--- config.mk ---
export PLATFORM = sky130hd
export DESIGN_NAME = packet_acl_filter
export DESIGN_NICKNAME = d
export VERILOG_FILES = /design/src/hw/rtl/pacl_pkg.sv /design/src/hw/rtl/pacl_front.sv /design/src/hw/rtl/pacl_queue.sv /design/src/hw/rtl/pacl_back.sv /design/src/hw/rtl/packet_acl_filter.sv
export SDC_FILE = /design/constraint.sdc
export NUM_CORES = 2
export LEC_CHECK = 0
export ABC_AREA = 1
export BUFFER_PORTS_ARGS = -buffer_cell sky130_fd_sc_hd__buf_2
export CAP_MARGIN = 20
export CORE_MARGIN = 5
export CORE_UTILIZATION = 37
export DETAILED_ROUTE_END_ITERATION = 10
export MAX_ROUTING_LAYER = met4
export SLEW_MARGIN = 10
export SYNTH_ARGS = -nofsm -noshare
export SYNTH_HDL_FRONTEND = slang
export SYNTH_SLANG_ARGS = --single-unit
--- constraint.sdc ---
create_clock -name i_clk -period 8.15 [get_ports i_clk]
set_clock_uncertainty 0.1 [all_clocks]
set_input_delay 0.815 -clock i_clk [delete_from_list [all_inputs] [get_ports i_clk]]
set_output_delay 0.815 -clock i_clk [all_outputs]
set_load 0.1 [all_outputs]
--- src/hw/rtl/pacl_pkg.sv ---
// Shared types and constants for the packet ACL filter.
// Used by the front, queue, back and top-level modules; no dependencies.
package pacl_pkg;

    typedef enum logic [2:0] {
        FN_CLASSIFY   = 3'd0,
        FN_ADD_PROTO  = 3'd1,
        FN_DEL_PROTO  = 3'd2,
        FN_ADD_RANGE  = 3'd3,
        FN_DEL_RANGE  = 3'd4,
        FN_ADD_SITE   = 3'd5,
        FN_DEL_SITE   = 3'd6,
        FN_NONE       = 3'd7
    } t_func;

    localparam logic [2:0] VD_ALLOWED = 3'd0;
    localparam logic [2:0] VD_PASSED  = 3'd1;
    localparam logic [2:0] VD_PROTO   = 3'd2;
    localparam logic [2:0] VD_RANGE   = 3'd3;
    localparam logic [2:0] VD_SITE    = 3'd4;

    localparam logic [1:0] ST_DONE    = 2'd0;
    localparam logic [1:0] ST_FULL    = 2'd1;
    localparam logic [1:0] ST_DUP     = 2'd2;
    localparam logic [1:0] ST_MISSING = 2'd3;

    localparam logic [7:0] PROTO_TCP  = 8'd6;
    localparam logic [7:0] PROTO_UDP  = 8'd17;

    typedef struct packed {
        t_func       func;
        logic        is_l4;
        logic [7:0]  proto_key;
        logic [31:0] addr_key;
        logic [31:0] range_low;
        logic [31:0] range_high;
        logic [31:0] site_addr;
    } t_cmd;

endpackage

--- src/hw/rtl/pacl_front.sv ---
// Front stage: takes requests, decodes them into commands for the queue.
// Depends on pacl_pkg.
module pacl_front (
    input  logic           i_clk,
    input  logic           i_rst_n,
    input  logic           i_valid,
    output logic           o_stall,
    input  logic [2:0]     i_func,
    input  logic [7:0]     i_packet_protocol,
    input  logic [31:0]    i_packet_dest,
    input  logic [7:0]     i_rule_protocol,
    input  logic [31:0]    i_range_low,
    input  logic [31:0]    i_range_high,
    input  logic [31:0]    i_site_addr,
    output logic           o_push,
    output pacl_pkg::t_cmd o_cmd,
    input  logic           i_q_full
);

    logic           r_vld;
    pacl_pkg::t_cmd r_cmd;
    pacl_pkg::t_cmd n_cmd;

    always_comb begin
        n_cmd.func       = pacl_pkg::t_func'(i_func);
        n_cmd.is_l4      = (i_packet_protocol == pacl_pkg::PROTO_TCP) ||
                           (i_packet_protocol == pacl_pkg::PROTO_UDP);
        n_cmd.range_low  = i_range_low;
        n_cmd.range_high = i_range_high;
        n_cmd.site_addr  = i_site_addr;
        if (n_cmd.func == pacl_pkg::FN_CLASSIFY) begin
            n_cmd.proto_key = i_packet_protocol;
            n_cmd.addr_key  = i_packet_dest;
        end else begin
            n_cmd.proto_key = i_rule_protocol;
            n_cmd.addr_key  = i_site_addr;
        end
    end

    assign o_stall = r_vld && i_q_full;
    assign o_push  = r_vld && !i_q_full;
    assign o_cmd   = r_cmd;

    always_ff @(posedge i_clk) begin
        if (!i_rst_n) begin
            r_vld <= 1'b0;
        end else if (i_valid && !o_stall) begin
            r_vld <= 1'b1;
        end else if (o_push) begin
            r_vld <= 1'b0;
        end
        if (i_valid && !o_stall) begin
            r_cmd <= n_cmd;
        end
    end

endmodule

--- src/hw/rtl/pacl_queue.sv ---
// Two-entry command queue between the front and back stages.
// Depends on pacl_pkg.
module pacl_queue (
    input  logic           i_clk,
    input  logic           i_rst_n,
    input  logic           i_push,
    input  pacl_pkg::t_cmd i_cmd,
    output logic           o_full,
    output logic           o_valid,
    input  logic           i_pop,
    output pacl_pkg::t_cmd o_cmd
);

    pacl_pkg::t_cmd r_mem [2];
    logic           r_wr;
    logic           r_rd;
    logic [1:0]     r_cnt;

    assign o_full  = (r_cnt == 2'd2);
    assign o_valid = (r_cnt != 2'd0);
    assign o_cmd   = r_mem[r_rd];

    always_ff @(posedge i_clk) begin
        if (!i_rst_n) begin
            r_wr  <= 1'b0;
            r_rd  <= 1'b0;
            r_cnt <= 2'd0;
        end else begin
            if (i_push) begin
                r_wr <= !r_wr;
            end
            if (i_pop) begin
                r_rd <= !r_rd;
            end
            r_cnt <= r_cnt + {1'b0, i_push} - {1'b0, i_pop};
        end
        if (i_push) begin
            r_mem[r_wr] <= i_cmd;
        end
    end

endmodule

--- src/hw/rtl/pacl_back.sv ---
// Back stage: rule tables held in compare cells, table edits and verdicts.
// Depends on pacl_pkg.
module pacl_back #(
    parameter int PROTO_SLOTS = 16,
    parameter int RANGE_SLOTS = 16,
    parameter int SITE_SLOTS  = 16
) (
    input  logic           i_clk,
    input  logic           i_rst_n,
    input  logic           i_q_valid,
    input  pacl_pkg::t_cmd i_cmd,
    output logic           o_pop,
    output logic           o_valid,
    input  logic           i_stall,
    output logic [2:0]     o_verdict,
    output logic [1:0]     o_op_status
);

    localparam int PW = (PROTO_SLOTS > 1) ? $clog2(PROTO_SLOTS) : 1;
    localparam int RW = (RANGE_SLOTS > 1) ? $clog2(RANGE_SLOTS) : 1;
    localparam int SW = (SITE_SLOTS > 1) ? $clog2(SITE_SLOTS) : 1;

    logic [PROTO_SLOTS-1:0] r_pv;
    logic [7:0]             r_pe [PROTO_SLOTS];
    logic [RANGE_SLOTS-1:0] r_rv;
    logic [31:0]            r_rs [RANGE_SLOTS];
    logic [31:0]            r_re [RANGE_SLOTS];
    logic [SITE_SLOTS-1:0]  r_sv;
    logic [31:0]            r_se [SITE_SLOTS];

    logic                   r_ovld;
    logic [2:0]             r_verdict;
    logic [1:0]             r_status;
    logic [2:0]             n_verdict;
    logic [1:0]             n_status;

    logic [PROTO_SLOTS-1:0] p_hit;
    logic [RANGE_SLOTS-1:0] rg_hit;
    logic [RANGE_SLOTS-1:0] rg_in;
    logic [SITE_SLOTS-1:0]  s_hit;
    logic [PW-1:0]          p_hit_idx;
    logic [PW-1:0]          p_free_idx;
    logic [RW-1:0]          rg_hit_idx;
    logic [RW-1:0]          rg_free_idx;
    logic [SW-1:0]          s_hit_idx;
    logic [SW-1:0]          s_free_idx;
    logic                   p_wr;
    logic                   p_clr;
    logic                   rg_wr_new;
    logic                   rg_wr_end;
    logic                   rg_clr;
    logic                   s_wr;
    logic                   s_clr;

    always_comb begin
        p_hit_idx  = '0;
        p_free_idx = '0;
        for (int i = PROTO_SLOTS - 1; i >= 0; i--) begin
            p_hit[i] = r_pv[i] && (r_pe[i] == i_cmd.proto_key);
            if (p_hit[i]) begin
                p_hit_idx = PW'(i);
            end
            if (!r_pv[i]) begin
                p_free_idx = PW'(i);
            end
        end
        rg_hit_idx  = '0;
        rg_free_idx = '0;
        for (int i = RANGE_SLOTS - 1; i >= 0; i--) begin
            rg_hit[i] = r_rv[i] && (r_rs[i] == i_cmd.range_low);
            rg_in[i]  = r_rv[i] && (i_cmd.addr_key >= r_rs[i]) &&
                        (i_cmd.addr_key <= r_re[i]);
            if (rg_hit[i]) begin
                rg_hit_idx = RW'(i);
            end
            if (!r_rv[i]) begin
                rg_free_idx = RW'(i);
            end
        end
        s_hit_idx  = '0;
        s_free_idx = '0;
        for (int i = SITE_SLOTS - 1; i >= 0; i--) begin
            s_hit[i] = r_sv[i] && (r_se[i] == i_cmd.addr_key);
            if (s_hit[i]) begin
                s_hit_idx = SW'(i);
            end
            if (!r_sv[i]) begin
                s_free_idx = SW'(i);
            end
        end
    end

    always_comb begin
        n_verdict = pacl_pkg::VD_ALLOWED;
        n_status  = pacl_pkg::ST_DONE;
        p_wr      = 1'b0;
        p_clr     = 1'b0;
        rg_wr_new = 1'b0;
        rg_wr_end = 1'b0;
        rg_clr    = 1'b0;
        s_wr      = 1'b0;
        s_clr     = 1'b0;
        case (i_cmd.func)
            pacl_pkg::FN_CLASSIFY: begin
                if (|p_hit) begin
                    n_verdict = pacl_pkg::VD_PROTO;
                end else if (|rg_in) begin
                    n_verdict = pacl_pkg::VD_RANGE;
                end else if (i_cmd.is_l4) begin
                    n_verdict = (|s_hit) ? pacl_pkg::VD_SITE : pacl_pkg::VD_ALLOWED;
                end else begin
                    n_verdict = pacl_pkg::VD_PASSED;
                end
            end
            pacl_pkg::FN_ADD_PROTO: begin
                if (|p_hit) begin
                    n_status = pacl_pkg::ST_DUP;
                end else if (&r_pv) begin
                    n_status = pacl_pkg::ST_FULL;
                end else begin
                    p_wr = 1'b1;
                end
            end
            pacl_pkg::FN_DEL_PROTO: begin
                if (|p_hit) begin
                    p_clr = 1'b1;
                end else begin
                    n_status = pacl_pkg::ST_MISSING;
                end
            end
            pacl_pkg::FN_ADD_RANGE: begin
                if (|rg_hit) begin
                    rg_wr_end = 1'b1;
                end else if (&r_rv) begin
                    n_status = pacl_pkg::ST_FULL;
                end else begin
                    rg_wr_new = 1'b1;
                end
            end
            pacl_pkg::FN_DEL_RANGE: begin
                if ((|rg_hit) && (r_re[rg_hit_idx] == i_cmd.range_high)) begin
                    rg_clr = 1'b1;
                end else begin
                    n_status = pacl_pkg::ST_MISSING;
                end
            end
            pacl_pkg::FN_ADD_SITE: begin
                if (|s_hit) begin
                    n_status = pacl_pkg::ST_DUP;
                end else if (&r_sv) begin
                    n_status = pacl_pkg::ST_FULL;
                end else begin
                    s_wr = 1'b1;
                end
            end
            pacl_pkg::FN_DEL_SITE: begin
                if (|s_hit) begin
                    s_clr = 1'b1;
                end else begin
                    n_status = pacl_pkg::ST_MISSING;
                end
            end
            default: begin
                n_verdict = pacl_pkg::VD_ALLOWED;
            end
        endcase
    end

    assign o_pop       = i_q_valid && (!r_ovld || !i_stall);
    assign o_valid     = r_ovld;
    assign o_verdict   = r_verdict;
    assign o_op_status = r_status;

    always_ff @(posedge i_clk) begin
        if (!i_rst_n) begin
            r_ovld <= 1'b0;
            r_pv   <= '0;
            r_rv   <= '0;
            r_sv   <= '0;
        end else begin
            if (o_pop) begin
                r_ovld <= 1'b1;
            end else if (!i_stall) begin
                r_ovld <= 1'b0;
            end
            if (o_pop && p_wr) begin
                r_pv[p_free_idx] <= 1'b1;
            end
            if (o_pop && p_clr) begin
                r_pv[p_hit_idx] <= 1'b0;
            end
            if (o_pop && rg_wr_new) begin
                r_rv[rg_free_idx] <= 1'b1;
            end
            if (o_pop && rg_clr) begin
                r_rv[rg_hit_idx] <= 1'b0;
            end
            if (o_pop && s_wr) begin
                r_sv[s_free_idx] <= 1'b1;
            end
            if (o_pop && s_clr) begin
                r_sv[s_hit_idx] <= 1'b0;
            end
        end
        if (o_pop) begin
            r_verdict <= n_verdict;
            r_status  <= n_status;
        end
        if (o_pop && p_wr) begin
            r_pe[p_free_idx] <= i_cmd.proto_key;
        end
        if (o_pop && rg_wr_new) begin
            r_rs[rg_free_idx] <= i_cmd.range_low;
            r_re[rg_free_idx] <= i_cmd.range_high;
        end
        if (o_pop && rg_wr_end) begin
            r_re[rg_hit_idx] <= i_cmd.range_high;
        end
        if (o_pop && s_wr) begin
            r_se[s_free_idx] <= i_cmd.addr_key;
        end
    end

endmodule

--- src/hw/rtl/packet_acl_filter.sv ---
// Top level of the packet ACL filter: front decoder, command queue, back stage.
// Depends on pacl_pkg, pacl_front, pacl_queue and pacl_back.
//
// Each request either edits one rule table or classifies an IPv4 header and
// yields exactly one result. The back stage checks every rule of all tables in
// parallel compare cells, so it retires one request per cycle while its output is
// not stalled. After a request is accepted it passes the front register and one
// queue entry before it is loaded into the output register.
// A two-entry queue lets the front keep accepting while the output is stalled.
module packet_acl_filter #(
    parameter int PROTO_SLOTS = 16,
    parameter int RANGE_SLOTS = 16,
    parameter int SITE_SLOTS  = 16
) (
    input  logic        i_clk,
    input  logic        i_rst_n,
    input  logic        i_valid,
    output logic        o_stall,
    input  logic [2:0]  i_func,
    input  logic [7:0]  i_packet_protocol,
    input  logic [31:0] i_packet_dest,
    input  logic [7:0]  i_rule_protocol,
    input  logic [31:0] i_range_low,
    input  logic [31:0] i_range_high,
    input  logic [31:0] i_site_addr,
    output logic        o_valid,
    input  logic        i_stall,
    output logic [2:0]  o_verdict,
    output logic [1:0]  o_op_status
);

    logic           w_push;
    logic           w_q_full;
    logic           w_q_vld;
    logic           w_pop;
    pacl_pkg::t_cmd w_f_cmd;
    pacl_pkg::t_cmd w_q_cmd;

    pacl_front u_front (
        .i_clk             (i_clk),
        .i_rst_n           (i_rst_n),
        .i_valid           (i_valid),
        .o_stall           (o_stall),
        .i_func            (i_func),
        .i_packet_protocol (i_packet_protocol),
        .i_packet_dest     (i_packet_dest),
        .i_rule_protocol   (i_rule_protocol),
        .i_range_low       (i_range_low),
        .i_range_high      (i_range_high),
        .i_site_addr       (i_site_addr),
        .o_push            (w_push),
        .o_cmd             (w_f_cmd),
        .i_q_full          (w_q_full)
    );

    pacl_queue u_queue (
        .i_clk   (i_clk),
        .i_rst_n (i_rst_n),
        .i_push  (w_push),
        .i_cmd   (w_f_cmd),
        .o_full  (w_q_full),
        .o_valid (w_q_vld),
        .i_pop   (w_pop),
        .o_cmd   (w_q_cmd)
    );

    pacl_back #(
        .PROTO_SLOTS (PROTO_SLOTS),
        .RANGE_SLOTS (RANGE_SLOTS),
        .SITE_SLOTS  (SITE_SLOTS)
    ) u_back (
        .i_clk       (i_clk),
        .i_rst_n     (i_rst_n),
        .i_q_valid   (w_q_vld),
        .i_cmd       (w_q_cmd),
        .o_pop       (w_pop),
        .o_valid     (o_valid),
        .i_stall     (i_stall),
        .o_verdict   (o_verdict),
        .o_op_status (o_op_status)
    );

`ifndef SYNTHESIS
    a_verdict_status_excl: assert property (@(posedge i_clk) disable iff (!i_rst_n)
        o_valid |-> (o_op_status == pacl_pkg::ST_DONE || o_verdict == pacl_pkg::VD_ALLOWED))
        else $error("verdict and status both set");
    a_stall_only_when_full: assert property (@(posedge i_clk) disable iff (!i_rst_n)
        o_stall |-> w_q_full)
        else $error("input stalled with queue space free");
    a_no_pop_when_blocked: assert property (@(posedge i_clk) disable iff (!i_rst_n)
        (o_valid && i_stall) |-> !w_pop)
        else $error("queue popped while output is held");
`endif

endmodule
==> results_dict.tcl <==
set metrics [dict create \
    vias 88300 \
    cts_max_path_buffers 4 \
    dieArea_um2 310000 \
    numCtsBuffers 236 \
    arrival_ns 8.21 \
    root_buffer "clkbuf_16" \
    first_global_vias 84400 \
    yosysTopAreaCell "edfxtp_1" \
    setup_ws_ns 0.552 \
    clkSinkCount 2048 \
    ys_seq_elements 2048 \
    path_clk_slew_ns 0.06 \
    swShare_pct 42.5 \
    start_util_pct 37.2 \
    io-pin-count 158 \
    tns_ns 0 \
    criticalPathCategory "register to register" \
    syn2layout_area_growth_pct 15.4 \
    hold_ws_ns 0.0726 \
    die_h_um 557 \
    postSynth.asyncResetShare_pct 0 \
    yosys_warnings 0 \
    crit_buf_inv 5 \
    drcViolationCount 0 \
    worstMarginPinSlew_ns 1.21 \
    rows 200 \
    holdCritPathClass "primary input to register" \
    crit_path_max_fanout 53 \
    clockPowerShare_pct 26.4 \
    run_status "completed" \
    yosysUniqueCellTypes 71 \
    die-width_um 557 \
    syn_inst 10500 \
    hold_viol 0 \
    fin_nets 12300 \
    grt_antenna_before_repair 32 \
    cpMaxStageDelayCell "buf_4" \
    grt_pass1_wl_mm 647 \
    fill_cells 28200 \
    p_switching_w 0.0174 \
    portBuffers 157 \
    fin_total_pwr_w 0.0410 \
    first_pass_iters 8 \
    clkLatencyLatePin_ns 0.96 \
    path_delay_family "simple AND/OR/NAND/NOR gates" \
    wl_mm 469 \
    ir_drop_v 0.000230 \
    wl_per_cell_um 30.8 \
    synth_top_cell_area_share_pct 54.1 \
    syn_area_per_cell_um2 10.6 \
    finalCritPeriodShare_pct 93.2 \
    syn_nets 11700 \
    htreeDepth 4 \
    gp_congestion 1.01 \
    max_freq_mhz 132 \
    endpoint_kind "register" \
    cpMostUsedCell "nand2_1" \
    cts_hold_buf 65 \
    drtAntennaViolNets 0 \
    setup_viol 0 \
    synth_edf_count 1993 \
    viasPerCell 5.79 \
    slowest_delay_ns 0.64 \
    period_needed_ns 7.60 \
    ys.flop_type "edfxtp_1" \
    cts_resized 0 \
    p_seq_share_pct 31.9 \
    final-max-slew-violation-count 0 \
    post-cts-setup-buffers 0 \
    p_per_area_nw_per_um2 321 \
    cts_tree "done" \
    grt_remaining_overflow 0 \
    synth_area_leaders "edfxtp_1 (54%), ha_1 (12%), nand2_1 (5.4%), inv_1 (4.9%), nor2_1 (2.9%)" \
    internal_power_w 0.0236 \
    cap_viol_max_count 0 \
    first_iter_violations 11400 \
    timing.slew.headroom_pct 18.3 \
    core_area_um2 297000 \
    cp-start-kind "register" \
    combPwrFrac_pct 41.6 \
    grt_max_degree 103 \
    rsz0062_at_grt "false" \
    drive_gt1_share_pct 11.3 \
    pre_cts_slack_ns 0.771 \
    hpwl_mm 326 \
    grt_usage_pct 30.1 \
    total_leakage_power_nw 51.8 \
    required_ns 8.76 \
    ys_seq_area_share_pct 55.1 \
    netlist_area_um2 111000 \
]
cell usage in the layout (no fill, tap or decap), types with 33 or more instances in the layout:
cell type,count
nor3_1,64
inv_1,1404
a211oi_1,84
buf_4,382
edfxtp_1,1993
o2111ai_1,34
o21ai_1,38
buf_12,46
o21ai_0,391
or2_2,142
nand2_1,1563
dlygate4sd3_1,65
o22ai_1,294
nor2_1,816
a21o_1,33
clkinv_2,76
nand3_1,324
buf_2,157
ha_1,1026
nor4_1,126
a221oi_1,89
clkbuf_16,239
xnor2_1,125
clkinv_1,59
dfxtp_1,54
a21oi_1,480
o221ai_1,69
o211ai_1,36
nand2_2,37
xor2_1,264
nand4_1,330
through the flow:
stage                     util, %  instance area, um2  cells
after floorplan                 -              111000  10500
after global placement       40.0              119000  14700
after detailed placement     40.1              119000  14700
after CTS                    42.9              127000  15200
after global routing         42.9              128000  15200
final                        42.9              128000  15200
synth_stat cells, types with 125 or more instances:
cell type and n:
xnor2_1 125, nand2_1 1578, nor2_1 864, nand4_1 330, nor4_1 128, inv_1 1433
ha_1 1026, xor2_1 264, nand3_1 326, or2_2 142, o21ai_0 394, o22ai_1 294
a21oi_1 480, edfxtp_1 1993
state kept, by name, indices dropped and copies added (netlist names), named ones only:
| register | count |
|---|---|
| u_back.r_pv | 16 |
| u_front.o_cmd | 108 |
| u_queue.r_rd | 1 |
| u_back.o_op_status | 2 |
| u_back.o_verdict | 3 |
| u_back.r_sv | 16 |
| u_back.r_rv | 16 |
| u_back.r_re | 512 |
| u_back.o_valid | 1 |
| u_back.r_se | 512 |
| u_queue.r_wr | 1 |
| u_queue.r_mem | 216 |
| u_back.r_pe | 128 |
| u_queue.r_cnt | 2 |
| u_back.r_rs | 512 |
| u_front.r_vld | 1 |
final timing paths:
kind                                         start               endpoint  slack (ns)  cells after the start
worst max-delay path                      register  u_back.o_op_status[1]        0.55                     38
worst min-delay path               i_site_addr[19]     u_front.o_cmd[115]        0.07                      2
worst min register to register  u_front.o_cmd[135]  u_queue.r_mem[0][135]        0.33                      0
worst max register to register            register  u_back.o_op_status[1]        0.55                     38
area by class of cell:
type | count | area (um2) | area share (%)
antenna | 20 | 50.0 | 0.0392
sequential | 2048 | 61000 | 47.8
multi-input combinational | 6688 | 43100 | 33.8
clock buffer | 274 | 6140 | 4.82
clock inverter | 165 | 1570 | 1.23
inverter | 1454 | 5500 | 4.31
tap | 3939 | 4930 | 3.86
timing repair buffer | 655 | 5340 | 4.18
per-layer routing:
metal / track usage (%) / wire, um / vias to the layer above
li1: - / - / 38600
met1: 39.5 / 189000 / 43400
met2: 45.6 / 207000 / 5210
met3: 5.30 / 46400 / 1125
met4: 14.0 / 26900 / 0
met5: - / 0 / -
power by group through the flow:
stage               Sequential, W  Combinational [W]  Clock [W]
floorplan                  0.0134            0.00788          0
global placement           0.0133             0.0163          0
detailed placement         0.0133             0.0165          0
CTS                        0.0131             0.0166     0.0109
global route               0.0131             0.0178     0.0114
finish                     0.0131             0.0171     0.0108
cells by family (layout without fill, tap and decap cells):
logic type	after synthesis	in the layout	synth area share, %
simple gates	3553	3553	14.2
flops	2048	2048	55.1
buf+inv	1737	2548	6.23
compound gates	1686	1686	9.38
fa+ha+maj	1026	1026	11.6
xor+xnor	389	389	3.08
mux	34	34	0.344
other cells	0	20	0
Power figures use the tool's default switching activity.
